==> config.mk <==
export PLATFORM = sky130hd
export DESIGN_NAME = playfair_cipher_stream
export DESIGN_NICKNAME = d
export VERILOG_FILES = /design/src/hdl/plf_pkg.sv /design/src/hdl/playfair_cipher_stream.sv /design/src/hdl/plf_ram.sv /design/src/hdl/plf_keysched.sv /design/src/hdl/plf_front.sv /design/src/hdl/plf_queue.sv /design/src/hdl/plf_back.sv
export VERILOG_INCLUDE_DIRS = /design/src /design/src/hdl
export SDC_FILE = /design/constraint.sdc
export NUM_CORES = 1
export LEC_CHECK = 0
export BUFFER_PORTS_ARGS = -buffer_cell sky130_fd_sc_hd__buf_2
export CORE_MARGIN = 5
export CORE_UTILIZATION = 56
export CTS_CLUSTER_SIZE = 25
export DETAILED_ROUTE_END_ITERATION = 8
export GPL_ROUTABILITY_DRIVEN = 0
export PLACE_DENSITY = 0.86
export SYNTH_ARGS = -nofsm -noshare
export SYNTH_HDL_FRONTEND = slang
export SYNTH_HIERARCHICAL = 1
export SYNTH_SLANG_ARGS = --single-unit
==> constraint.sdc <==
create_clock -name clk -period 6.79 [get_ports clk]
set_input_delay 0.3395 -clock clk [delete_from_list [all_inputs] [get_ports clk]]
set_output_delay 0.3395 -clock clk [all_outputs]
set_load 0.005 [all_outputs]
==> src/hdl/playfair_cipher_stream_assert.svh <==
// Assertion macros for the playfair cipher stream RTL.
// Expects the caller to name the clock and the synchronous reset.
`ifndef PLAYFAIR_CIPHER_STREAM_ASSERT_SVH
`define PLAYFAIR_CIPHER_STREAM_ASSERT_SVH

// Same-cycle implication, disabled while in reset.
`define PLF_ASSERT_IMPLIES(label, clk, rst, ante, cons, msg) \
  label: assert property (@(posedge clk) disable iff (rst) (ante) |-> (cons)) else $error(msg);

// Next-cycle implication, disabled while in reset.
`define PLF_ASSERT_NEXT(label, clk, rst, ante, cons, msg) \
  label: assert property (@(posedge clk) disable iff (rst) (ante) |=> (cons)) else $error(msg);

`endif

==> src/hdl/plf_pkg.sv <==
// Shared types, constants and helper functions of the playfair cipher stream.
// No dependencies; every other RTL file except plf_ram imports this package.
`default_nettype none

package plf_pkg;

  localparam int LETTER_W = 5;
  typedef logic [LETTER_W-1:0] letter_t;
  typedef logic [4:0]          cell_t;
  typedef logic [2:0]          coord_t;

  localparam letter_t LETTER_I = 5'd8;
  localparam letter_t LETTER_J = 5'd9;
  localparam letter_t LETTER_X = 5'd23;
  localparam letter_t LETTER_Z = 5'd25;

  localparam int SIDE     = 5;
  localparam int CELLS    = SIDE * SIDE;
  localparam int ALPHABET = 26;
  localparam int KEY_MAX  = 25;

  localparam int QUEUE_DEPTH = 4;
  localparam int OUT_DEPTH   = 4;

  localparam int APB_DATA_W = 64;
  localparam int APB_ADDR_W = 5;
  localparam int REG_SHIFT  = 3;

  typedef enum logic [1:0] {
    REG_KEY_LENGTH = 2'd0,
    REG_KEY_A      = 2'd1,
    REG_KEY_B      = 2'd2,
    REG_KEY_C      = 2'd3
  } cfg_reg_t;

  // One pair to encrypt; twin expands into (first,X) then (first,X) with last set.
  typedef struct packed {
    letter_t first;
    letter_t second;
    logic    last;
    logic    twin;
  } pair_job_t;

  typedef struct packed {
    logic    sq_we;
    cell_t   sq_addr;
    letter_t sq_data;
    logic    pl_we;
    letter_t pl_addr;
    cell_t   pl_data;
  } table_wr_t;

  typedef struct packed {
    letter_t c1;
    letter_t c2;
    logic    last;
  } cipher_pair_t;

  function automatic letter_t fold_letter(letter_t l);
    letter_t f;
    f = (l > LETTER_Z) ? LETTER_Z : l;
    if (f == LETTER_J) f = LETTER_I;
    return f;
  endfunction

  function automatic coord_t place_row(cell_t p);
    if (p < 5'(SIDE)) return 3'd0;
    if (p < 5'(2 * SIDE)) return 3'd1;
    if (p < 5'(3 * SIDE)) return 3'd2;
    if (p < 5'(4 * SIDE)) return 3'd3;
    return 3'd4;
  endfunction

  function automatic coord_t place_col(cell_t p);
    cell_t base;
    base = 5'(place_row(p)) * 5'(SIDE);
    return 3'(p - base);
  endfunction

  function automatic cell_t cell_at(coord_t r, coord_t c);
    return 5'(r) * 5'(SIDE) + 5'(c);
  endfunction

  function automatic coord_t wrap_inc(coord_t v);
    return (v == 3'(SIDE - 1)) ? 3'd0 : v + 3'd1;
  endfunction

endpackage

`default_nettype wire

==> src/hdl/playfair_cipher_stream.sv <==
// Playfair cipher stream: top level joining key schedule, front end, job queue,
// back end and the two table RAMs. Depends on plf_pkg, all plf_ modules and the assert header.
//
// Plaintext letters are taken one per cycle while plain_stall is low and paired;
// each pair leaves as two cipher letters, one per cycle, so while cipher_stall is low
// the cipher port sets a sustained rate of one letter per cycle (a doubled letter adds
// an X and thus one extra output pair). From acceptance of its second letter a pair
// passes the job queue, place-table read, square read and then the output buffer. After
// reset and after every register write the square is rebuilt, one keyword or alphabet
// letter per cycle; plain_stall stays high meanwhile.
`default_nettype none
`include "playfair_cipher_stream_assert.svh"

module playfair_cipher_stream #(
  parameter int QUEUE_DEPTH = plf_pkg::QUEUE_DEPTH,
  parameter int OUT_DEPTH   = plf_pkg::OUT_DEPTH
) (
  input  wire logic                           clk,
  input  wire logic                           rst,
  input  wire logic                           psel,
  input  wire logic                           penable,
  input  wire logic                           pwrite,
  input  wire logic [plf_pkg::APB_ADDR_W-1:0] paddr,
  input  wire logic [plf_pkg::APB_DATA_W-1:0] pwdata,
  output logic      [plf_pkg::APB_DATA_W-1:0] prdata,
  output logic                                pready,
  input  wire plf_pkg::letter_t               plain_letter,
  input  wire logic                           message_end,
  input  wire logic                           plain_valid,
  output logic                                plain_stall,
  output plf_pkg::letter_t                    cipher_letter,
  output logic                                final_letter,
  output logic                                cipher_valid,
  input  wire logic                           cipher_stall
);
  import plf_pkg::*;

  table_wr_t table_wr;
  logic      build_busy;
  logic      q_push;
  logic      q_full;
  logic      q_empty;
  logic      q_pop;
  pair_job_t q_job_in;
  pair_job_t q_job_out;
  letter_t   place_raddr_a;
  letter_t   place_raddr_b;
  cell_t     place_rdata_a;
  cell_t     place_rdata_b;
  cell_t     sq_raddr_a;
  cell_t     sq_raddr_b;
  letter_t   sq_rdata_a;
  letter_t   sq_rdata_b;

  plf_keysched u_keysched (
    .clk        (clk),
    .rst        (rst),
    .psel       (psel),
    .penable    (penable),
    .pwrite     (pwrite),
    .paddr      (paddr),
    .pwdata     (pwdata),
    .prdata     (prdata),
    .pready     (pready),
    .table_wr   (table_wr),
    .build_busy (build_busy)
  );

  plf_ram #(
    .WIDTH (LETTER_W),
    .DEPTH (CELLS)
  ) u_square_ram (
    .clk     (clk),
    .we      (table_wr.sq_we),
    .waddr   (table_wr.sq_addr),
    .wdata   (table_wr.sq_data),
    .raddr_a (sq_raddr_a),
    .raddr_b (sq_raddr_b),
    .rdata_a (sq_rdata_a),
    .rdata_b (sq_rdata_b)
  );

  plf_ram #(
    .WIDTH (5),
    .DEPTH (ALPHABET)
  ) u_place_ram (
    .clk     (clk),
    .we      (table_wr.pl_we),
    .waddr   (table_wr.pl_addr),
    .wdata   (table_wr.pl_data),
    .raddr_a (place_raddr_a),
    .raddr_b (place_raddr_b),
    .rdata_a (place_rdata_a),
    .rdata_b (place_rdata_b)
  );

  plf_front u_front (
    .clk          (clk),
    .rst          (rst),
    .plain_letter (plain_letter),
    .message_end  (message_end),
    .plain_valid  (plain_valid),
    .plain_stall  (plain_stall),
    .build_busy   (build_busy),
    .q_full       (q_full),
    .q_push       (q_push),
    .q_job        (q_job_in)
  );

  plf_queue #(
    .DEPTH (QUEUE_DEPTH)
  ) u_queue (
    .clk     (clk),
    .rst     (rst),
    .push    (q_push),
    .job_in  (q_job_in),
    .pop     (q_pop),
    .job_out (q_job_out),
    .full    (q_full),
    .empty   (q_empty)
  );

  plf_back #(
    .OUT_DEPTH (OUT_DEPTH)
  ) u_back (
    .clk           (clk),
    .rst           (rst),
    .job_valid     (~q_empty),
    .job           (q_job_out),
    .job_pop       (q_pop),
    .place_raddr_a (place_raddr_a),
    .place_raddr_b (place_raddr_b),
    .place_rdata_a (place_rdata_a),
    .place_rdata_b (place_rdata_b),
    .sq_raddr_a    (sq_raddr_a),
    .sq_raddr_b    (sq_raddr_b),
    .sq_rdata_a    (sq_rdata_a),
    .sq_rdata_b    (sq_rdata_b),
    .cipher_letter (cipher_letter),
    .final_letter  (final_letter),
    .cipher_valid  (cipher_valid),
    .cipher_stall  (cipher_stall)
  );

  `PLF_ASSERT_IMPLIES(a_queue_room, clk, rst, q_push, !q_full, "pair job pushed into a full queue")
  `PLF_ASSERT_IMPLIES(a_cipher_range, clk, rst, cipher_valid, (cipher_letter != LETTER_J) && (cipher_letter <= LETTER_Z), "cipher letter outside the square alphabet")
  `PLF_ASSERT_NEXT(a_cfg_rebuild, clk, rst, psel && penable && pwrite, plain_stall, "register write did not hold off input for the rebuild")

endmodule

`default_nettype wire

==> src/hdl/plf_ram.sv <==
// Generic RAM: one write port, two read ports with registered read data.
// No dependencies.
`default_nettype none

module plf_ram #(
  parameter int WIDTH = 5,
  parameter int DEPTH = 25,
  localparam int ADDR_W = $clog2(DEPTH)
) (
  input  wire logic              clk,
  input  wire logic              we,
  input  wire logic [ADDR_W-1:0] waddr,
  input  wire logic [WIDTH-1:0]  wdata,
  input  wire logic [ADDR_W-1:0] raddr_a,
  input  wire logic [ADDR_W-1:0] raddr_b,
  output logic      [WIDTH-1:0]  rdata_a,
  output logic      [WIDTH-1:0]  rdata_b
);

  logic [WIDTH-1:0] mem [DEPTH];

  always_ff @(posedge clk) begin
    if (we) begin
      mem[waddr] <= wdata;
    end
    rdata_a <= mem[raddr_a];
    rdata_b <= mem[raddr_b];
  end

endmodule

`default_nettype wire

==> src/hdl/plf_keysched.sv <==
// Key registers behind the APB port and the sequencer that rebuilds the square
// and the letter-place table. Depends on plf_pkg.
`default_nettype none

module plf_keysched (
  input  wire logic                            clk,
  input  wire logic                            rst,
  input  wire logic                            psel,
  input  wire logic                            penable,
  input  wire logic                            pwrite,
  input  wire logic [plf_pkg::APB_ADDR_W-1:0]  paddr,
  input  wire logic [plf_pkg::APB_DATA_W-1:0]  pwdata,
  output logic      [plf_pkg::APB_DATA_W-1:0]  prdata,
  output logic                                 pready,
  output plf_pkg::table_wr_t                   table_wr,
  output logic                                 build_busy
);
  import plf_pkg::*;

  localparam int STEPS  = KEY_MAX + ALPHABET;
  localparam int STEP_W = $clog2(STEPS);
  localparam int KEY_W  = KEY_MAX * LETTER_W;
  localparam int BIT_W  = $clog2(KEY_W);

  logic [4:0]  key_length;
  logic [49:0] key_letters_a;
  logic [49:0] key_letters_b;
  logic [24:0] key_letters_c;

  logic                wr_en;
  cfg_reg_t            reg_sel;
  logic [STEP_W-1:0]   step;
  cell_t               fill;
  logic [ALPHABET-1:0] used;

  logic [KEY_W-1:0] key_all;
  logic [BIT_W-1:0] key_bit;
  letter_t          key_raw;
  logic [4:0]       eff_len;
  letter_t          alpha;
  letter_t          cand;
  logic             cand_ok;
  logic             take;

  assign pready  = 1'b1;
  assign wr_en   = psel & penable & pwrite;
  assign reg_sel = cfg_reg_t'(paddr[REG_SHIFT +: 2]);

  always_ff @(posedge clk) begin
    if (rst) begin
      key_length    <= '0;
      key_letters_a <= '0;
      key_letters_b <= '0;
      key_letters_c <= '0;
    end else if (wr_en) begin
      case (reg_sel)
        REG_KEY_LENGTH: key_length    <= pwdata[4:0];
        REG_KEY_A:      key_letters_a <= pwdata[49:0];
        REG_KEY_B:      key_letters_b <= pwdata[49:0];
        REG_KEY_C:      key_letters_c <= pwdata[24:0];
        default: ;
      endcase
    end
  end

  always_comb begin
    case (reg_sel)
      REG_KEY_LENGTH: prdata = APB_DATA_W'(key_length);
      REG_KEY_A:      prdata = APB_DATA_W'(key_letters_a);
      REG_KEY_B:      prdata = APB_DATA_W'(key_letters_b);
      REG_KEY_C:      prdata = APB_DATA_W'(key_letters_c);
      default:        prdata = '0;
    endcase
  end

  // Keyword pass for the first KEY_MAX steps, then one alphabet letter a step.
  always_comb begin
    key_all = {key_letters_c, key_letters_b, key_letters_a};
    key_bit = BIT_W'(5'(step)) * BIT_W'(LETTER_W);
    key_raw = key_all[key_bit +: LETTER_W];
    eff_len = (key_length > 5'(KEY_MAX)) ? 5'(KEY_MAX) : key_length;
    alpha   = 5'(step - STEP_W'(KEY_MAX));
    if (step < STEP_W'(KEY_MAX)) begin
      cand    = fold_letter(key_raw);
      cand_ok = (5'(step) < eff_len) && (key_raw <= LETTER_Z);
    end else begin
      cand    = alpha;
      cand_ok = (alpha != LETTER_J) && (fill < 5'(CELLS));
    end
    take = build_busy && cand_ok && !used[cand];
  end

  always_ff @(posedge clk) begin
    if (rst || wr_en) begin
      build_busy <= 1'b1;
      step       <= '0;
      fill       <= '0;
      used       <= '0;
    end else if (build_busy) begin
      if (take) begin
        used[cand] <= 1'b1;
        fill       <= fill + 5'd1;
      end
      if (step == STEP_W'(STEPS - 1)) begin
        build_busy <= 1'b0;
      end else begin
        step <= step + STEP_W'(1);
      end
    end
  end

  always_comb begin
    table_wr.sq_we   = take;
    table_wr.sq_addr = fill;
    table_wr.sq_data = cand;
    table_wr.pl_we   = take;
    table_wr.pl_addr = cand;
    table_wr.pl_data = fill;
  end

endmodule

`default_nettype wire

==> src/hdl/plf_front.sv <==
// Front end: accepts plaintext letters, folds them and forms pair jobs,
// holding the open letter of a pair. Depends on plf_pkg.
`default_nettype none

module plf_front (
  input  wire logic              clk,
  input  wire logic              rst,
  input  wire plf_pkg::letter_t  plain_letter,
  input  wire logic              message_end,
  input  wire logic              plain_valid,
  output logic                   plain_stall,
  input  wire logic              build_busy,
  input  wire logic              q_full,
  output logic                   q_push,
  output plf_pkg::pair_job_t     q_job
);
  import plf_pkg::*;

  letter_t held_letter;
  logic    held_valid;
  letter_t held_letter_next;
  logic    held_valid_next;
  letter_t letter;
  logic    accept;
  logic    push_req;

  assign plain_stall = build_busy | q_full;
  assign accept      = plain_valid & ~plain_stall;
  assign letter      = fold_letter(plain_letter);
  assign q_push      = accept & push_req;

  always_comb begin
    push_req         = 1'b0;
    q_job.first      = held_letter;
    q_job.second     = letter;
    q_job.last       = message_end;
    q_job.twin       = 1'b0;
    held_letter_next = held_letter;
    held_valid_next  = held_valid;
    if (held_valid) begin
      push_req = 1'b1;
      if (held_letter == letter) begin
        // doubled letter: pad with X, the second letter opens the next pair
        q_job.second     = LETTER_X;
        q_job.twin       = message_end;
        held_letter_next = letter;
      end else begin
        held_valid_next = 1'b0;
      end
    end else if (message_end) begin
      push_req     = 1'b1;
      q_job.first  = letter;
      q_job.second = LETTER_X;
    end else begin
      held_letter_next = letter;
      held_valid_next  = 1'b1;
    end
    if (message_end) begin
      held_letter_next = '0;
      held_valid_next  = 1'b0;
    end
  end

  always_ff @(posedge clk) begin
    if (rst) begin
      held_letter <= '0;
      held_valid  <= 1'b0;
    end else if (accept) begin
      held_letter <= held_letter_next;
      held_valid  <= held_valid_next;
    end
  end

endmodule

`default_nettype wire

==> src/hdl/plf_queue.sv <==
// Short FIFO of pair jobs between the front end and the encryption back end.
// Depends on plf_pkg.
`default_nettype none

module plf_queue #(
  parameter int DEPTH = plf_pkg::QUEUE_DEPTH
) (
  input  wire logic               clk,
  input  wire logic               rst,
  input  wire logic               push,
  input  wire plf_pkg::pair_job_t job_in,
  input  wire logic               pop,
  output plf_pkg::pair_job_t      job_out,
  output logic                    full,
  output logic                    empty
);
  import plf_pkg::*;

  localparam int PTR_W = $clog2(DEPTH);
  localparam int CNT_W = $clog2(DEPTH + 1);

  pair_job_t        slots [DEPTH];
  logic [PTR_W-1:0] wr_ptr;
  logic [PTR_W-1:0] rd_ptr;
  logic [CNT_W-1:0] count;

  assign full    = (count == CNT_W'(DEPTH));
  assign empty   = (count == '0);
  assign job_out = slots[rd_ptr];

  always_ff @(posedge clk) begin
    if (push) begin
      slots[wr_ptr] <= job_in;
    end
  end

  always_ff @(posedge clk) begin
    if (rst) begin
      wr_ptr <= '0;
      rd_ptr <= '0;
      count  <= '0;
    end else begin
      if (push) begin
        wr_ptr <= (wr_ptr == PTR_W'(DEPTH - 1)) ? '0 : wr_ptr + PTR_W'(1);
      end
      if (pop) begin
        rd_ptr <= (rd_ptr == PTR_W'(DEPTH - 1)) ? '0 : rd_ptr + PTR_W'(1);
      end
      case ({push, pop})
        2'b10:   count <= count + CNT_W'(1);
        2'b01:   count <= count - CNT_W'(1);
        default: count <= count;
      endcase
    end
  end

endmodule

`default_nettype wire

==> src/hdl/plf_back.sv <==
// Back end: issues pairs, looks up letter places, applies the row, column or
// rectangle rule, reads the square and streams cipher letters. Depends on plf_pkg.
`default_nettype none

module plf_back #(
  parameter int OUT_DEPTH = plf_pkg::OUT_DEPTH
) (
  input  wire logic               clk,
  input  wire logic               rst,
  input  wire logic               job_valid,
  input  wire plf_pkg::pair_job_t job,
  output logic                    job_pop,
  output plf_pkg::letter_t        place_raddr_a,
  output plf_pkg::letter_t        place_raddr_b,
  input  wire plf_pkg::cell_t     place_rdata_a,
  input  wire plf_pkg::cell_t     place_rdata_b,
  output plf_pkg::cell_t          sq_raddr_a,
  output plf_pkg::cell_t          sq_raddr_b,
  input  wire plf_pkg::letter_t   sq_rdata_a,
  input  wire plf_pkg::letter_t   sq_rdata_b,
  output plf_pkg::letter_t        cipher_letter,
  output logic                    final_letter,
  output logic                    cipher_valid,
  input  wire logic               cipher_stall
);
  import plf_pkg::*;

  localparam int PTR_W = $clog2(OUT_DEPTH);
  localparam int CNT_W = $clog2(OUT_DEPTH + 1);
  localparam int SUM_W = CNT_W + 1;

  logic twin_done;
  logic issue;
  logic issue_last;
  logic v1;
  logic last1;
  logic v2;
  logic last2;
  logic [SUM_W-1:0] in_flight;

  coord_t r1;
  coord_t c1;
  coord_t r2;
  coord_t c2;

  cipher_pair_t     opairs [OUT_DEPTH];
  cipher_pair_t     head;
  logic [PTR_W-1:0] o_wr;
  logic [PTR_W-1:0] o_rd;
  logic [CNT_W-1:0] o_count;
  logic             half;
  logic             out_take;
  logic             pair_pop;

  // Issue only when the output buffer has room for everything in flight.
  assign in_flight  = SUM_W'(v1) + SUM_W'(v2) + SUM_W'(o_count);
  assign issue      = job_valid && (in_flight < SUM_W'(OUT_DEPTH));
  assign issue_last = job.twin ? twin_done : job.last;
  assign job_pop    = issue && (!job.twin || twin_done);

  assign place_raddr_a = job.first;
  assign place_raddr_b = job.second;

  always_comb begin
    r1 = place_row(place_rdata_a);
    c1 = place_col(place_rdata_a);
    r2 = place_row(place_rdata_b);
    c2 = place_col(place_rdata_b);
    if (r1 == r2) begin
      sq_raddr_a = cell_at(r1, wrap_inc(c1));
      sq_raddr_b = cell_at(r2, wrap_inc(c2));
    end else if (c1 == c2) begin
      sq_raddr_a = cell_at(wrap_inc(r1), c1);
      sq_raddr_b = cell_at(wrap_inc(r2), c2);
    end else begin
      sq_raddr_a = cell_at(r1, c2);
      sq_raddr_b = cell_at(r2, c1);
    end
  end

  always_ff @(posedge clk) begin
    if (rst) begin
      twin_done <= 1'b0;
      v1        <= 1'b0;
      v2        <= 1'b0;
    end else begin
      v1 <= issue;
      v2 <= v1;
      if (job_pop) begin
        twin_done <= 1'b0;
      end else if (issue) begin
        twin_done <= 1'b1;
      end
    end
  end

  always_ff @(posedge clk) begin
    last1 <= issue_last;
    last2 <= last1;
  end

  // Output buffer of finished pairs, drained one letter per transaction.
  assign head          = opairs[o_rd];
  assign cipher_valid  = (o_count != '0);
  assign cipher_letter = half ? head.c2 : head.c1;
  assign final_letter  = half & head.last;
  assign out_take      = cipher_valid & ~cipher_stall;
  assign pair_pop      = out_take & half;

  always_ff @(posedge clk) begin
    if (v2) begin
      opairs[o_wr] <= '{c1: sq_rdata_a, c2: sq_rdata_b, last: last2};
    end
  end

  always_ff @(posedge clk) begin
    if (rst) begin
      o_wr    <= '0;
      o_rd    <= '0;
      o_count <= '0;
      half    <= 1'b0;
    end else begin
      if (v2) begin
        o_wr <= (o_wr == PTR_W'(OUT_DEPTH - 1)) ? '0 : o_wr + PTR_W'(1);
      end
      if (pair_pop) begin
        o_rd <= (o_rd == PTR_W'(OUT_DEPTH - 1)) ? '0 : o_rd + PTR_W'(1);
      end
      if (out_take) begin
        half <= ~half;
      end
      case ({v2, pair_pop})
        2'b10:   o_count <= o_count + CNT_W'(1);
        2'b01:   o_count <= o_count - CNT_W'(1);
        default: o_count <= o_count;
      endcase
    end
  end

endmodule

`default_nettype wire

**Yosys cells after proc, flatten, opt, wreduce, memory -nomap -nowiden**

Memories as Yosys holds them, arrays and structs flattened. A register that Yosys moved wholly into a read port is not among the register bits.
Cells that the tools add are included.

- Bits in registers: 194
- Latch bits: 0
- RAM bits: 347
- ROM bits: 0
- Input bits: 82
- Output and inout port bits: 73
- Word-level logic and storage cells: 227
- Memories kept: 4

- $add $sub $neg: 25
- Multipliers: 5
- Div/mod/pow operators: 0
- $lt $le $gt $ge: 18
- Eq/ne operators: 24
- Shifts and indexed selects: 1
- Multiplexer cells: 90
- Bitwise gates (word level): 14
- Reduce and logical (&&, ||, !) cells: 24

Memories:

| memory | depth | width | rd ports | clocked after Yosys merged registers in | write ports | line | source |
|---|---|---|---|---|---|---|---|
| u_place_ram.mem | 26 | 5 | 2 | 2 | 1 | plf_ram.sv:20 | `logic [WIDTH-1:0] mem [DEPTH];` |
| u_square_ram.mem | 25 | 5 | 2 | 2 | 1 | plf_ram.sv:20 |  |
| u_queue.slots | 4 | 12 | 1 | 1 | 1 | plf_queue.sv:22 | `pair_job_t slots [DEPTH];` |
| u_back.opairs | 4 | 11 | 1 | 1 | 1 | plf_back.sv:46 | `cipher_pair_t opairs [OUT_DEPTH];` |

Operators by type and width:

| operator | count |
|---|---|
| $pmux W64 S4 | 1 |
| $shiftx A125 B8 Y5 | 1 |
| $mux W5 | 17 |
| $mux W3 | 20 |
| $mux W1 | 39 |
| $add A5 B3 Y5 | 6 |
| $or A26 B26 Y26 | 1 |
| $lt A5 B4 Y1 const B | 4 |
| $mul A3 B3 Y5 const B | 4 |
| $add A3 B1 Y3 const B | 6 |
| $eq A2 B2 Y1 const B | 8 |
| $mux W2 | 8 |
| $eq A3 B3 Y1 const B | 5 |
| $gt A5 B5 Y1 const B | 3 |
| $lt A5 B5 Y1 const B | 3 |
| $reduce_and A2 Y1 | 7 |
| $pmux W3 S2 | 2 |
| $eq A5 B4 Y1 const B | 2 |
| $lt A5 B3 Y1 const B | 2 |
| $mux W10 | 1 |
| $add A2 B1 Y2 const B | 4 |
| $and A1 B1 Y1 | 7 |
| $logic_and A1 B1 Y1 | 7 |
| $mul A5 B3 Y7 const B | 1 |
| 30 further kinds | 42 |

**Longest topological paths before layout**

Gate-level depths: netlist of the first run.

- Depth in word-level cells: 18
- Gate-level depth with buffers: 25

**Cells and area by module**

The synthesis of the first run kept the hierarchy.

By module, submodules not included:

| module | instances | cells each | area each (µm²) |
|---|---|---|---|
| plf_keysched | 1 | 1,411 | 12,504.5 |
| plf_ram at u_place_ram | 1 | 412 | 6,497.5 |
| plf_ram at u_square_ram | 1 | 372 | 6,223.5 |
| plf_back | 1 | 355 | 4,051.4 |
| plf_queue | 1 | 110 | 2,183.3 |
| plf_front | 1 | 89 | 664.4 |
| playfair_cipher_stream | 1 | 1 | 3.8 |

**Least setup slack after synthesis of the first run**

OpenSTA, ideal clock, no wires.

- Kind: reg-to-reg
- Start point: register u_keysched.step[1]
- End point: memory u_square_ram.mem[24][0] (enable)
- Setup time: 381 ps
- Arrival: 5,973 ps
- Setup slack: 435 ps
- Cell stages (with the launch flop): 23
- Path buffers: 4
- Clock period less this slack: 6,355 ps
- Path through: dfxtp_1 -> ha_1 -> ha_1 -> inv_1 -> fa_1 -> xor2_1 -> clkbuf_1 -> clkbuf_1 -> nand2_1 -> a31o_2 -> and4_1 -> a21oi_1 -> nand3_2 -> o41a_1 -> nand3_2 -> mux2_2 -> a221oi_1 -> nand4_2 -> inv_2 -> buf_4 -> or3b_2 -> clkbuf_1 -> nor4bb_1

- Word-level cells in the longest chain between the ends: 13

RTL lines:

| element | line | source |
|---|---|---|
| from (decl) | plf_keysched.sv:32 | `logic [STEP_W-1:0] step;` |
| from (signal assigned) | plf_keysched.sv:107 | `step <= step + STEP_W'(1);` |
| $mul A5 B3 Y7 | plf_keysched.sv:79 | `key_bit = BIT_W'(5'(step)) * BIT_W'(LETTER_W);` |
| $shiftx A125 B8 Y5 | plf_keysched.sv:80 | `key_raw = key_all[key_bit +: LETTER_W];` |
| $gt A5 B5 Y1 | plf_pkg.sv:61 | `f = (l > LETTER_Z) ? LETTER_Z : l;` |
| $mux W5 | plf_pkg.sv:61 |  |
| $eq A5 B4 Y1 | plf_pkg.sv:62 | `if (f == LETTER_J) f = LETTER_I;` |
| $mux W5 | plf_pkg.sv:62 |  |
| $mux W5 | plf_keysched.sv:83 | `if (step < STEP_W'(KEY_MAX)) begin` |
| $bmux W1 S5 | plf_keysched.sv:90 | `take = build_busy && cand_ok && !used[cand];` |
| $mux W1 (implied by the code) | plf_keysched.sv:90 |  |
| $logic_not A1 Y1 | plf_keysched.sv:90 |  |
| $logic_and A1 B1 Y1 (*) | plf_keysched.sv:90 |  |
| via u_keysched.take | plf_keysched.sv:43 | `logic take;` |
| $mux W1 (*) | plf_ram.sv:23 | `if (we) begin` |
| $mux W1 (implied by the code) (*) | plf_ram.sv:24 | `mem[waddr] <= wdata;` |
| to (decl) | plf_ram.sv:20 |  |

The timed path passes the listed nets; every way through them passes the cells marked *. The select of a mux whose other input is x is not followed.

==> results of run 1 <==
==> per-layer routing <==
metal | up-vias | GRT usage | share of wire
li1 | 10564 | - | -
met1 | 12066 | 0.333 | 0.34
met2 | 1912 | 0.467 | 0.49
met3 | 402 | 0.0625 | 0.12
met4 | 4 | 0.104 | 0.047
met5 | - | 0 | 0.00052
==> placed cells by master (no fill, tap or decap), types with 49 or more instances in the layout <==
cell                            count
sky130_fd_sc_hd__buf_4             55
sky130_fd_sc_hd__nand2_1          407
sky130_fd_sc_hd__buf_2            121
sky130_fd_sc_hd__nor2_1           136
sky130_fd_sc_hd__ha_1              67
sky130_fd_sc_hd__a21oi_1          181
sky130_fd_sc_hd__edfxtp_1         347
sky130_fd_sc_hd__mux2_2            58
sky130_fd_sc_hd__mux2i_1          139
sky130_fd_sc_hd__dfxtp_1          215
sky130_fd_sc_hd__a22o_1            51
sky130_fd_sc_hd__dlygate4sd3_1     51
sky130_fd_sc_hd__nand3_1           52
sky130_fd_sc_hd__o21ai_0           49
sky130_fd_sc_hd__mux4_2           196
sky130_fd_sc_hd__inv_1             75
sky130_fd_sc_hd__clkbuf_16         57
==> power breakdown <==
part	leakage, µW	internal (µW)	switching (µW)	total [µW]
Combinational	0.00660	325	547	872
Clock	0.000892	1780	1330	3110
Sequential	0.00496	3720	41.5	3760
==> worst max-delay path, stage by stage (launching register included) <==
cell                        delay, ps
sky130_fd_sc_hd__dfxtp_4          380
sky130_fd_sc_hd__buf_12           500
sky130_fd_sc_hd__mux4_1           690
sky130_fd_sc_hd__mux2i_1          440
sky130_fd_sc_hd__a211oi_1         220
sky130_fd_sc_hd__o2111ai_1        240
sky130_fd_sc_hd__and4b_1          320
sky130_fd_sc_hd__nand3_1          150
sky130_fd_sc_hd__o41a_1           470
sky130_fd_sc_hd__nand3_2          260
sky130_fd_sc_hd__mux2_2           380
sky130_fd_sc_hd__a221oi_1         350
sky130_fd_sc_hd__nand4_2          310
sky130_fd_sc_hd__inv_2            290
sky130_fd_sc_hd__or3b_2           610
sky130_fd_sc_hd__nor2_1           450
==> cell usage after synthesis (12+ instances only) <==
library cell	count
sky130_fd_sc_hd__inv_1	75
sky130_fd_sc_hd__o22ai_1	30
sky130_fd_sc_hd__o211ai_1	22
sky130_fd_sc_hd__clkbuf_1	80
sky130_fd_sc_hd__a22oi_1	38
sky130_fd_sc_hd__mux4_2	195
sky130_fd_sc_hd__nand2_1	407
sky130_fd_sc_hd__buf_2	39
sky130_fd_sc_hd__buf_6	18
sky130_fd_sc_hd__xor2_1	14
sky130_fd_sc_hd__a21o_1	14
sky130_fd_sc_hd__mux2i_1	139
sky130_fd_sc_hd__mux2_2	58
sky130_fd_sc_hd__nor3_1	30
sky130_fd_sc_hd__o21ai_0	50
sky130_fd_sc_hd__nor2b_1	32
sky130_fd_sc_hd__o21ai_1	14
sky130_fd_sc_hd__nor2_1	141
sky130_fd_sc_hd__nand2b_1	16
sky130_fd_sc_hd__a211oi_1	12
sky130_fd_sc_hd__nand3b_1	17
sky130_fd_sc_hd__nand4_1	31
sky130_fd_sc_hd__nand3_1	52
sky130_fd_sc_hd__buf_4	63
sky130_fd_sc_hd__a21oi_1	183
sky130_fd_sc_hd__ha_1	69
sky130_fd_sc_hd__mux4_1	14
sky130_fd_sc_hd__and3_1	15
sky130_fd_sc_hd__edfxtp_1	347
sky130_fd_sc_hd__and2_1	20
sky130_fd_sc_hd__dfxtp_1	218
sky130_fd_sc_hd__or3_1	13
sky130_fd_sc_hd__a22o_1	51
sky130_fd_sc_hd__xnor2_1	27
==> repair_timing <==
action / CTS / global route
setup endpoints to repair: 0 / 255
buffers inserted: 0 / 2
hold buffers: 51 / 0
resized for setup: 0 / 9
endpoints found under the hold margin: 131 / 0
==> area by class of cell <==
| class | instances | area (µm²) | share of cell area |
|---|---|---|---|
| inverters | 77 | 289 | 0.00819 |
| clock buffers | 70 | 1490 | 0.0421 |
| flip-flops and latches | 565 | 14800 | 0.419 |
| clock inverters | 30 | 353 | 0.0100 |
| well taps | 756 | 946 | 0.0268 |
| repair buffers | 230 | 1590 | 0.0450 |
| multi-input cells | 1901 | 15800 | 0.449 |
==> worst paths after layout <==
check	start	endpoint	slack, ps
worst min-delay path	plain_letter[1]	u_front/held_letter[1]$_SDFFE_PP0P_	40
worst max-delay path	u_keysched/step[0]$_SDFFE_PP0P_	u_square_ram/mem[20][1]$_DFFE_PP_	260
worst min register to register	u_back/last1$_DFF_P_	u_back/last2$_DFF_P_	340
worst max register to register	u_keysched/step[0]$_SDFFE_PP0P_	u_square_ram/mem[20][1]$_DFFE_PP_	260
==> flip-flops by register name (all words and copies together), names as in the netlist, 3 cells and up, named ones only <==
| signal | cells |
|---|---|
| u_keysched/used | 26 |
| u_keysched/step | 6 |
| u_square_ram/rdata_b | 5 |
| u_back/opairs | 44 |
| u_keysched/key_letters_a | 50 |
| u_place_ram/rdata_b | 5 |
| u_queue/count | 3 |
| u_square_ram/mem | 125 |
| u_keysched/key_letters_c | 25 |
| u_place_ram/mem | 130 |
| u_back/o_count | 3 |
| u_front/held_letter | 5 |
| u_queue/slots | 48 |
| u_keysched/key_length | 5 |
| u_keysched/key_letters_b | 50 |
| u_keysched/fill | 5 |
| u_square_ram/rdata_a | 5 |
| u_place_ram/rdata_a | 5 |
==> per-stage QoR <==
step                      hold WS, ps  utilization  area (µm²)  std cells
final                            43.1        0.623       35300       3629
after detailed placement          326        0.581       32900       3476
after floorplan                   310            -       32200       2763
after global routing             61.3        0.623       35300       3629
after global placement            317        0.581       32900       3476
after CTS                        24.8        0.623       35200       3627
==> logic make-up after synthesis <==
logic type / after synthesis / share of synthesized area
flops: 565 / 0.460
other cells: 2 / 0.000234
mux: 407 / 0.212
simple gates: 830 / 0.120
buf+inv: 297 / 0.0511
xor+xnor: 43 / 0.0122
compound gates: 524 / 0.110
fa+ha+maj: 82 / 0.0343
==> results.txt, run 1 <==
----------------------------------------------------
[Power]
  Ratio of total power to cell area ... approximately 220 nW/µm²
  Total Power ... between 7000 and 8000 µW
  Static leakage ... between 0.01 and 0.015 µW
  Worst ir drop on vdd ... 0.205 mV

[Critical path]
  Worst-path maximum fanout ... 115
  Critical path type ... reg2reg
  Element type at the critical path start ... register
  Arrival time worst endpoint ... 6780 ps
  Required time of the critical path ... around 7000 ps
  Cell count of the worst reg-to-reg path ... 15
  Critical path capture point type ... register

[Floorplanning]
  Chip Height ... about 250 µm
  Number of standard-cell rows in the floorplan ... 87
  Core region area ... between 50,000 and 60,000 µm²
  Number of primary I/O pins ... around 160
  Total Die Area ... 62,300 µm²
  Initial core utilization ... 0.568
  Die Span X ... about 250 µm

[Synth]
  Post-Synthesis Cells ... 2,750
  Top FF cell, synth ... sky130_fd_sc_hd__edfxtp_1
  Cell taking the most area after synthesis ... sky130_fd_sc_hd__edfxtp_1
  Area contributors post-synth ... sky130_fd_sc_hd__edfxtp_1, sky130_fd_sc_hd__mux4_2, sky130_fd_sc_hd__dfxtp_1, sky130_fd_sc_hd__nand2_1, sky130_fd_sc_hd__mux2i_1
  Flop and latch count out of synthesis ... between 500 and 600
  Cell area after synthesis ... ~32,000 µm²
  Sequential area share after synthesis ... 0.460
  Synth Warn # ... 6
  Share of the synthesized area in the top cell type ... 0.324
  Synth async-reset ratio ... 0
  Library cells used by synthesis ... 108
  Post-synth EDFFs ... approximately 350
  Syn Area/Cell ... ~12 µm²

[STA]
  Min Clock Period, post-route ... roughly 6500 ps
  Period utilization ... 0.962
  Final number of setup-violating endpoints ... 0
  Final count of hold timing violations ... 0
  Number of slew-limit violations in the final report ... 0
  Worst Slack Setup Final ... between 200 and 300 ps
  Achievable Freq ... about 150 MHz
  Worst Skew ... 39.5 ps
  Max_slew headroom ... 0.211
  RSZ-0062 raised after global routing ... false
  Transition at the pin with the smallest max-transition slack ... 1180 ps
  Setup tns final ... 0 ps

[CTS]
  # H-tree levels ... 2
  CTS tree ... yes
  Max Buffers Root-to-Sink ... 3
  CTS clock-pin slew for the worst setup and hold paths ... ~70 ps
  Clock tree root buffer cell ... sky130_fd_sc_hd__clkbuf_16
  CTS Buf Count ... between 50 and 60
  Worst-skew pair later-pin latency ... 640 ps
  Number of sinks handled by clock tree synthesis ... 565

[Placed design]
  Worst setup timing slack at the placement stage ... 96.2 ps
  HPWL Detailed ... slightly below 60,000 µm
  Buffers on Ports ... around 120

[Outcome]
  Violations in the final reports ... DRC
  Run status ... complete, but fails checks

[Run]
  # Max-Cap Violations ... 0

[Layout]
  Filler cell count in the final layout ... about 4.1k
  Relative area change from synthesis to final layout ... 9.82%
  Share of post-route cells with drive strength above 1 ... 0.199
  Number of nets in the finished design ... 2,991
  Count of antenna diodes in the layout ... 0

[Global route]
  Vias in the first global route ... about 24k
  Residual overflow from global routing ... 0
  Global-route wire length before repair ... 137,000 µm
  Combined global-route utilization of all metal layers ... 0.270
  Maximum number of pins on one net before global-route repair ... between 100 and 150
  Initial antenna violation count ... 2

[Routing]
  Vias ... ~25k
  DRC marker count from the first detailed-route iteration ... 3,785
  DRC violations left ... 5
  Vias per std cell ... around 7
  Detail Route Antenna Nets ... 0
  Wirelength per Cell ... roughly 24 µm
  Initial DRT Pass Iterations ... 9
  Sum of routed wire length over all layers ... 88,300 µm

[Min path]
  Worst min path class ... in2reg
  Worst hold path stage count ... 3

----------------------------------------------------
No activity file was read; power rests on OpenSTA's default activity.
==> inputs of run 2 (changes only) <==
==> constraint.sdc (replaced) <==
create_clock -name clk -period 6.79 [get_ports clk]
set_input_delay 0.679 -clock clk [delete_from_list [all_inputs] [get_ports clk]]
set_output_delay 0.679 -clock clk [all_outputs]
set_load 0.005 [all_outputs]
==> run 2 against run 1 <==
Net effect: combinational power fell by 3.1%; critical endpoint is now u_place_ram/mem[16][1]$_DFFE_PP_; critical path type unchanged; sequential share of layout area rose by 0.66 points; cell area fell by 1.6%; flip-flop and latch count did not move; largest power group unchanged; highest routed layer is now met4; register-to-register slack improved by 20 ps; the flow still finishes with violations (DRC); critical path depth rose by 4.
==> results.txt, run 2 (synthesized netlist as in run 1, its figures left out) <==
----------------------------------------------------
[Global route]
  Met3 routing resource usage after global routing ... 0.0522 (-0.0103)
  Vias in the first global route ... 24.3k (-0.56%)
  Initial antenna violation count ... 3 (+1)
  Residual overflow from global routing ... 0 (unchanged)
  Global-route wire length before repair ... 135,000 µm (-1.7%)
  GR Util met2 ... 0.458 (-0.00882)
  Grt peak-use layer ... met2
  Global routing met1 resource utilization ... 0.328 (-0.00495)
  Combined global-route utilization of all metal layers ... 0.265 (-0.00543)
  Maximum number of pins on one net before global-route repair ... 121 (unchanged)

[Critical path]
  Cells along the critical path ... ha_4 > ha_2 > inv_1 > fa_1 > xor2_1 > buf_4 > nor2_1 > and3_1 > a2111oi_0 > a21oi_1 > a31oi_1 > a21boi_1 > a2111oi_0 > a221o_1 > a221oi_1 > nand4_2 > inv_2 > or3b_2 > nor2_1
  Start point of the critical path ... u_keysched/step[2]$_SDFFE_PP0P_
  Worst-path maximum fanout ... 23 (-80%)
  Master of the slowest instance on the critical path ... sky130_fd_sc_hd__or3b_2
  Critical path type ... reg2reg
  Element type at the critical path start ... register
  Arrival time worst endpoint ... 6780 ps (about the same)
  Cell count of the worst reg-to-reg path ... 19 (+4)
  CP max stage delay ... 610 ps (-80 ps)
  Required time of the critical path ... 7050 ps (about the same)
  RR Startpoint ... u_keysched/step[2]$_SDFFE_PP0P_
  Critical path capture point type ... register

[Floorplanning]
  Core region area ... 56,600 µm² (unchanged)
  Chip Height ... 250 µm (unchanged)
  Initial core utilization ... 0.568 (unchanged)
  Number of standard-cell rows in the floorplan ... 87 (unchanged)
  Number of primary I/O pins ... 155 (unchanged)
  Total Die Area ... 62,300 µm² (unchanged)
  Die Span X ... 250 µm (unchanged)

[CTS]
  Post-CTS Hold Buffers ... 0 (-100%)
  CTS clock-pin slew for the worst setup and hold paths ... 60 ps (about the same)
  Clock tree root buffer cell ... sky130_fd_sc_hd__clkbuf_16
  # H-tree levels ... 2 (unchanged)
  Number of sinks handled by clock tree synthesis ... 565 (unchanged)
  Max Buffers Root-to-Sink ... 3 (unchanged)
  CTS Buf Count ... 55 (+1.9%)
  Worst-skew pair later-pin latency ... 630 ps (about the same)
  CTS tree ... yes

[STA]
  Final count of hold timing violations ... 0 (unchanged)
  Final Hold Slack ... 312 ps (+269 ps)
  Achievable Freq ... 154 MHz (+0.28%)
  Setup tns final ... 0 ps (unchanged)
  RSZ-0062 raised after global routing ... false
  Min Clock Period, post-route ... 6510 ps (-18.4 ps)
  Worst Slack Setup Final ... 277 ps (+18.4 ps)
  Final number of setup-violating endpoints ... 0 (unchanged)
  Max_slew headroom ... 0.213 (+0.00203)
  Worst Skew ... 36.0 ps (-3.45 ps)
  Transition at the pin with the smallest max-transition slack ... 1180 ps (-3.04 ps)
  Number of slew-limit violations in the final report ... 0 (unchanged)
  Period utilization ... 0.959 (-0.00270)

[Power]
  Worst ir drop on vdd ... 0.207 mV (+0.56%)
  Ratio of total power to cell area ... 219 nW/µm² (-0.26%)
  Static leakage ... 0.0122 µW (-1.9%)

[Layout]
  Final standard cell count with taps included and fillers excluded ... 3,582 (-1.3%)
  Register ranked first by flip-flop count ... u_place_ram/mem
  Max FFs per register ... 130 (unchanged)
  Area taken by flip-flops and latches ... 14,800 µm² (unchanged)
  Share of post-route cells with drive strength above 1 ... 0.203 (+0.00381)
  Commonest cells after routing, fill and taps aside ... sky130_fd_sc_hd__nand2_1, sky130_fd_sc_hd__edfxtp_1, sky130_fd_sc_hd__dfxtp_1
  Area of combinational cells with multiple inputs ... 15,800 µm² (about the same)
  Most common cell after layout, fill and taps aside ... sky130_fd_sc_hd__nand2_1
  Fin area ... 34,700 µm² (-1.6%)
  Number of nets in the finished design ... 2,940 (-1.7%)
  Registers with the highest flip-flop counts ... u_place_ram/mem x130, u_square_ram/mem x125
  Relative area change from synthesis to final layout ... 8.11%
  Filler cell count in the final layout ... 4,107 (+0.61%)

[Min path]
  Hold path start ... pwdata[49]
  Worst min path class ... in2reg
  Worst hold path stage count ... 3 (unchanged)

[Placed design]
  HPWL Detailed ... 59,000 µm (-0.75%)
  Buffers on Ports ... 122 (unchanged)
  Worst setup timing slack at the placement stage ... 138 ps (+41.9 ps)
  Area after DPL ... 32,900 µm² (about the same)
  Inst Count DP ... 3,475 (-0.029%)

[Routing]
  Vias per std cell ... 6.86 (-0.24%)
  Sum of routed wire length over all layers ... 86,300 µm (-2.3%)
  Wirelength per Cell ... 24.1 µm (-1.0%)
  DRC marker count from the first detailed-route iteration ... 3,400 (-10%)
  Initial DRT Pass Iterations ... 9 (unchanged)
  Detail Route Antenna Nets ... 0 (unchanged)
  Vias ... 24.6k (-1.5%)
  DRC violations left ... 1 (-4)

[Run]
  # Max-Cap Violations ... 0 (unchanged)

[Outcome]
  Run status ... complete, but fails checks
  Violations in the final reports ... DRC

----------------------------------------------------
run 2: cell types whose count changed in the layout (fill, tap and decap cells not counted), sizes merged, moves of 2 or more:
cell	change
clkinvlp	+2
dlygate4sd3	-51
bufinv	-4
clkinv	-5
diode	+2
clkbuf	+9
run 2: cell type report:
type / count / share of cell area
antenna: 2 / 0.000144
multi-input combinational: 1901 / 0.456
clock buffer: 79 / 0.0451
clock inverter: 24 / 0.00666
tap: 756 / 0.0272
timing repair buffer: 178 / 0.0309
sequential: 565 / 0.426
inverter: 77 / 0.00832
run 2: per-layer routing:
metal,wire length (µm),share of wire
met5,0,0
met4,4050,0.047
met3,9530,0.11
met2,42900,0.50
met1,29800,0.35
run 2: per-stage QoR:
step | total power, µW | util
after floorplan | 4440 | -
after global placement | 4600 | 0.581
after detailed placement | 4640 | 0.581
after CTS | 7600 | 0.613
after global routing | 7840 | 0.614
final | 7600 | 0.614
run 2: power breakdown:
part           switching (µW)  internal, µW  leakage [µW]
combinational             539           306       0.00638
clock                    1310          1690      0.000869
sequential               40.9          3720       0.00496
run 2: repair_timing:
| item | in CTS | in global routing |
|---|---|---|
| resized for setup | 0 | 9 |
| buffers inserted | 0 | 2 |
| endpoints found under the setup margin | 0 | 255 |
run 2: path summary, 6_finish.rpt:
kind | end | slack, ps
worst min-delay path | u_keysched/key_letters_b[49]$_SDFFE_PP0P_ | 310
worst max-delay path | u_place_ram/mem[16][1]$_DFFE_PP_ | 280
worst min register to register | u_back/last2$_DFF_P_ | 330
worst max register to register | u_place_ram/mem[16][1]$_DFFE_PP_ | 280
run 2: critical path: cells and delay by family, from the launching register on:
family,cells,cell delay (ps)
buffers and inverters,3,630
AOI/OAI and AO/OA,7,2400
xor gates and xnor gates,1,160
DFF,1,490
adders and majority gates,3,770
and+or+nand+nor,5,1700
